===== src/design/bsm_pkg.sv =====
`default_nettype none

package bsm_pkg;

    // Field widths of the operand and result channels
    localparam int FIELD_W   = 16;
    localparam int PRODUCT_W = 32;

    // Booth operand width (2 to 32)
    localparam int WIDTH = 16;

    // Booth steps done in each pipeline stage
    localparam int STEPS_PER_STAGE = 2;
    localparam int NUM_STAGES      = (WIDTH + STEPS_PER_STAGE - 1) / STEPS_PER_STAGE;

    // Step counter must hold WIDTH itself
    localparam int CNT_W = $clog2(WIDTH + 1);

    // Bit pair {Q0, Q-1} codes
    localparam logic [1:0] PAIR_ADD = 2'b01;
    localparam logic [1:0] PAIR_SUB = 2'b10;

    typedef struct packed {
        logic [WIDTH-1:0] a;
        logic [WIDTH-1:0] q;
        logic             qm1;
        logic [WIDTH-1:0] m;
        logic [CNT_W-1:0] cnt;
    } bsm_work_t;

    // Sign-extend a field, then keep its low WIDTH bits
    function automatic logic [WIDTH-1:0] ext_operand(logic signed [FIELD_W-1:0] v);
        logic signed [63:0] x;
        x = 64'(v);
        return x[WIDTH-1:0];
    endfunction

    // Sign-extend or cut the 2*WIDTH-bit A,Q to the product field
    function automatic logic signed [PRODUCT_W-1:0] fit_product(bsm_work_t w);
        logic signed [2*WIDTH-1:0] aq;
        logic signed [127:0]       x;
        aq = {w.a, w.q};
        x  = 128'(aq);
        return x[PRODUCT_W-1:0];
    endfunction

    // One Booth step while steps remain: add/subtract M by the bit pair, then shift A,Q,Q-1 right
    function automatic bsm_work_t booth_step(bsm_work_t w);
        bsm_work_t        r;
        logic [WIDTH-1:0] a_sum;
        r     = w;
        a_sum = w.a;
        if (w.cnt < CNT_W'(WIDTH))
        begin
            unique case ({w.q[0], w.qm1})
                PAIR_ADD: a_sum = w.a + w.m;
                PAIR_SUB: a_sum = w.a - w.m;
                default:  a_sum = w.a;
            endcase
            r.qm1 = w.q[0];
            if (WIDTH > 1)
            begin
                r.q = {a_sum[0], w.q[WIDTH-1:1]};
                r.a = {a_sum[WIDTH-1], a_sum[WIDTH-1:1]};
            end
            r.cnt = w.cnt + CNT_W'(1);
        end
        return r;
    endfunction

endpackage

`default_nettype wire


===== src/design/bsm_stage.sv =====
`default_nettype none

module bsm_stage
    import bsm_pkg::*;
(
    input  wire logic      clk,
    input  wire logic      rst_n,
    input  wire logic      up_valid,
    output logic           up_ready,
    input  wire bsm_work_t up_work,
    output logic           dn_valid,
    input  wire logic      dn_ready,
    output bsm_work_t      dn_work
);

    logic      valid_reg;
    logic      valid_next;
    bsm_work_t work_reg;
    bsm_work_t work_next;

    // Take a new request when empty or when the held one leaves
    assign up_ready = !valid_reg || dn_ready;

    always_comb
    begin
        bsm_work_t w;
        w = up_work;
        for (int i = 0; i < STEPS_PER_STAGE; i++)
        begin
            w = booth_step(w);
        end
        work_next  = (up_valid && up_ready) ? w : work_reg;
        valid_next = up_ready ? up_valid : valid_reg;
    end

    always_ff @(posedge clk or negedge rst_n)
    begin
        if (!rst_n)
        begin
            valid_reg <= 1'b0;
        end
        else
        begin
            valid_reg <= valid_next;
        end
    end

    always_ff @(posedge clk)
    begin
        work_reg <= work_next;
    end

    assign dn_valid = valid_reg;
    assign dn_work  = work_reg;

    a_hold_on_stall: assert property (@(posedge clk) disable iff (!rst_n)
        valid_reg && !dn_ready |=> valid_reg && $stable(work_reg))
        else $error("stage dropped or changed a stalled request");

    a_fill_on_accept: assert property (@(posedge clk) disable iff (!rst_n)
        up_valid && up_ready |=> valid_reg)
        else $error("stage lost an accepted request");

    a_steps_advance: assert property (@(posedge clk) disable iff (!rst_n)
        up_valid && up_ready && up_work.cnt < CNT_W'(WIDTH)
            |=> work_reg.cnt > $past(up_work.cnt))
        else $error("stage did not advance the Booth step count");

endmodule

`default_nettype wire


===== config.mk =====
export PLATFORM = sky130hd
export DESIGN_NAME = bsm_stage
export DESIGN_NICKNAME = d
export VERILOG_FILES = /design/src/design/bsm_pkg.sv /design/src/design/bsm_stage.sv
export SDC_FILE = /design/constraint.sdc
export NUM_CORES = 1
export LEC_CHECK = 0
export ABC_AREA = 1
export BUFFER_PORTS_ARGS = -buffer_cell sky130_fd_sc_hd__buf_2
export CAP_MARGIN = 30
export CORE_MARGIN = 8
export CORE_UTILIZATION = 40
export CTS_CLUSTER_SIZE = 25
export DETAILED_ROUTE_END_ITERATION = 8
export PLACE_DENSITY = 0.73
export REMOVE_ABC_BUFFERS = 1
export SYNTH_ARGS = -nofsm -noshare
export SYNTH_HDL_FRONTEND = slang
export SYNTH_SLANG_ARGS = --single-unit

===== constraint.sdc =====
create_clock -name clk -period 8.9 [get_ports clk]
set_input_delay 1.335 -clock clk [delete_from_list [all_inputs] [get_ports clk]]
set_output_delay 1.335 -clock clk [all_outputs]
set_load 0.05 [all_outputs]

==> results.txt <==
----------------------------------------------------
[Run status]
  Status ... completed

[Finish]
  Area growth from synthesis to layout ... 16.8%
  Antenna diode count ... 0
  Area taken by multi-input logic gates ... 0.00307 mm^2
  Share of post-route cells with drive strength above 1 ... 0.216
  Storage element area ... 0.00165 mm^2
  Non-filler cells in the finished layout ... 979
  Fin nets ... 901
  Fill cells ... approximately 1,300
  Finished layout cell area ... 0.00601 mm^2

[Pwr]
  Reported net switching power ... 391 uW
  Total power density per cell area ... 158 mW/mm^2
  Power Total ... approximately 950 uW
  Clk network pwr share ... 0.209
  Fraction of power spent switching nets ... 0.412
  Peak ir drop on the vdd network ... slightly below 0.07 mV
  Fraction of power consumed by combinational cells ... 0.456
  Relative contribution of sequential cells to total power ... 0.335
  Internal power ... 557 uW
  Cell leakage power ... 2.92 nW

[STA]
  RSZ-0062 raised after global routing ... no
  Worst clock skew on the final layout ... 4.29 ps
  Worst hold slack across all endpoints ... a little under 600 ps
  Remaining max-slew budget at the tightest pin ... 0.526
  Highest clock rate ... 181 MHz
  Summed negative setup slack over all endpoints ... 0 ps
  Total setup violations reported at the end of the flow ... 0
  Period minus WS final ... between 5000 and 6000 ps
  Final max-slew violation count ... 0
  Actual slew at the worst max-slew pin ... approximately 710 ps
  Final hold vios ... 0
  Period Utilization, post-route ... 0.621

[Clocking]
  Number of gates resized after CTS ... 0
  Setup bufs post-CTS ... 0
  Clock slew at reported path FFs ... 70 ps
  TritonCTS clock tree ... done
  Num CTS Buffers ... 5
  Max H-tree Level ... 2
  Buffer type at the clock tree root ... sky130_fd_sc_hd__clkbuf_16
  Buffer depth of the longest clock path ... 2
  CTS Hold Buffers Added ... 0
  Num Clock Sinks ... 55
  Clock latency of the later-clocked register in the worst-skew pair ... 300 ps

[Placed design]
  Sum of net half-perimeters after detailed placement ... 10,600 um
  Placed Area ... 0.00586 mm^2
  Global placement routability congestion ... 0.886
  Port Buf Inserts ... 113
  Post-placement cell count ... between 900 and 1,000

[Die]
  Number of placement rows ... around 40
  Number of ports placed on the die boundary ... 114
  Height of the die ... around 130 um
  Die span in x ... about 130 um
  Die Area ... 0.0167 mm^2
  Starting utilization of the core area ... 0.409
  Core region area ... 0.0126 mm^2

[Synth]
  Post-synthesis instance total ... 707
  Share of the synthesized area in compound gates (AO/OA/AOI/OAI) ... 0.191
  Largest cells by area after synthesis ... sky130_fd_sc_hd__edfxtp_1 (32%), sky130_fd_sc_hd__nand2_1 (14%), sky130_fd_sc_hd__ha_1 (8.5%)
  Post-synthesis cell area ... 0.00514 mm^2
  Synth Area in XOR/XNOR ... 0.0474
  Number of warnings issued by yosys ... 0
  Cell type contributing the most total cell area after synthesis ... sky130_fd_sc_hd__edfxtp_1
  Fraction of registers with async set/reset ... 0.0182
  Synth Area in Simple Gates ... 0.263
  Main combinational cell family by area after synthesis ... simple AND/OR/NAND/NOR gates
  Average footprint of a synthesized cell ... roughly 7.3 um^2
  Most used flip-flop cell after synthesis ... sky130_fd_sc_hd__edfxtp_1
  Fraction of the mapped netlist area in adder cells ... 0.0929
  Multiplexer share of the synthesized area ... 0
  Post-synthesis sequential element count ... between 50 and 60
  Count of flip-flops with a built-in enable after synthesis ... 54
  Sequential fraction of the synthesis area ... 0.320
  Library cells used by synthesis ... 48
  Area share of the largest cell type after synthesis ... 0.315

[Global routing]
  Via count of the first global-routing pass ... about 4,600
  Wire length of the first global-routing pass ... ~22,000 um
  Global-route congestion overflow total ... 0
  GRT Total Usage ... 0.158
  Maximum number of pins on one net before global-route repair ... 55
  Number of antenna violations at the first check in global routing ... 0

[Worst setup path]
  Type of the worst setup path ... input port to flop
  Kind of capture point of the worst setup path ... flop
  Required time reported for the critical path endpoint ... 8950 ps
  Most Frequent Cell on Critical Path ... sky130_fd_sc_hd__nand2_1
  Worst flop-to-flop path endpoint ... dn_work[19]$_DFFE_PP_
  CP Data Arrival Time ... 5580 ps
  Slack of the worst reg-to-reg path ... roughly 7400 ps
  Element type at the critical path start ... input port
  Maximum net fanout on the critical path ... 4
  Beginning of the worst register-to-register path ... dn_valid$_DFFE_PN0N_
  Count of cells along the worst register-to-register path ... 2
  Slowest cell delay on critical path ... 330 ps
  Top cell family by delay on the critical path ... simple AND/OR/NAND/NOR gates
  Critical path's slowest cell ... sky130_fd_sc_hd__ha_1
  Buffers and inverters on the worst path ... 6

[Drt]
  DRC ... 0
  Routed length per placed instance ... roughly 13 um
  First drt pass iteration count ... 5
  Routed Wire Length ... 13,200 um
  First DRT Iteration DRCs ... 337
  Remaining antenna violation count ... 0
  Vias per cell ... 4.95
  Via Count ... ~4,800

[Worst hold path]
  Hold path startpoint ... dn_valid$_DFFE_PN0N_
  Hold worst-path end ... dn_valid$_DFFE_PN0N_
  Number of stages on the worst hold path ... 2
  Kind of path behind the tightest hold check ... flop to flop

[Run]
  MaxCap Viol Count ... 0

----------------------------------------------------
==> Yosys cell counts, drive strengths merged, types with 5 or more instances <==
master,n
nand2,205
edfxtp,54
o21ai,84
a31oi,8
clkbuf,13
xnor2,12
o21bai,6
inv,89
a21oi,44
o211ai,15
buf,12
nor2,50
xor2,15
or2,7
nand3,33
ha,35
a21o,5
nor3,7
==> layout by cell type, fill, tap and decap left out, drive strengths merged, types with 5 or more instances in the layout <==
cell      n
buf     117
edfxtp   54
clkbuf    5
inv      90
a31oi     8
nor2     50
nor3      7
o21bai    6
xor2     15
o211ai   15
a21oi    44
ha       35
o21ai    84
xnor2    12
nand2   205
nand3    33
a21o      5
or2       7
==> logic make-up after synthesis <==
| group | Yosys count |
|---|---|
| XOR/XNOR | 27 |
| AND/OR/NAND/NOR | 307 |
| AO/OA/AOI/OAI | 167 |
| adder cells (fa/ha/maj) | 37 |
| buffers and inverters | 114 |
| flip-flops | 55 |
==> power groups by stage <==
stage	Sequential [mW]	Clock, mW	Combinational, mW
final	0.318	0.198	0.432
after floorplan	0.396	0	0.255
after CTS	0.318	0.203	0.432
after detailed placement	0.324	0	0.431
after global routing	0.320	0.213	0.483
after global placement	0.324	0	0.426
==> per-layer routing <==
| metal | global-route usage | share of wire |
|---|---|---|
| met1 | 0.201 | 0.45 |
| met5 | 0 | 0 |
| met2 | 0.273 | 0.47 |
| met4 | 0.0430 | 0.012 |
| met3 | 0.0242 | 0.065 |
==> state kept, by name, indices dropped and copies added (netlist names) <==
register,cells
dn_work,54
dn_valid,1
==> through the flow <==
| stage | setup slack [ps] | util |
|---|---|---|
| final | 3380 | 0.478 |
| after global routing | 2880 | 0.478 |
| after CTS | 3400 | 0.478 |
| after detailed placement | 3100 | 0.466 |
| after global placement | 3100 | 0.466 |
| after floorplan | 3770 | - |
==> layout make-up <==
type                       instances  area share
multi-input combinational        538       0.511
sequential                        55       0.274
timing repair buffer             117      0.0991
inverter                          89      0.0556
tap                              172      0.0358
clock buffer                       5      0.0208
clock inverter                     3     0.00396
==> worst max-delay path by stage <==
stage | cells after the start | startpoint | slack, ps | to
final | 36 | up_work[5] | 3380 | dn_work[52]$_DFFE_PP_
after global routing | 36 | up_work[5] | 2880 | dn_work[52]$_DFFE_PP_
after detailed placement | 36 | up_work[5] | 3100 | dn_work[52]$_DFFE_PP_
after global placement | 35 | up_work[5] | 3100 | dn_work[53]$_DFFE_PP_
after floorplan | 35 | up_work[5] | 3770 | dn_work[52]$_DFFE_PP_
after CTS | 36 | up_work[5] | 3400 | dn_work[52]$_DFFE_PP_
==> worst register-to-register path, delay by kind of cell, from the launching register on <==
family | cells | cell delay, ps
AOI/OAI and AO/OA | 1 | 140
buffers and inverters | 1 | 560
DFF | 1 | 420
No activity file was read; power rests on OpenSTA's default activity.
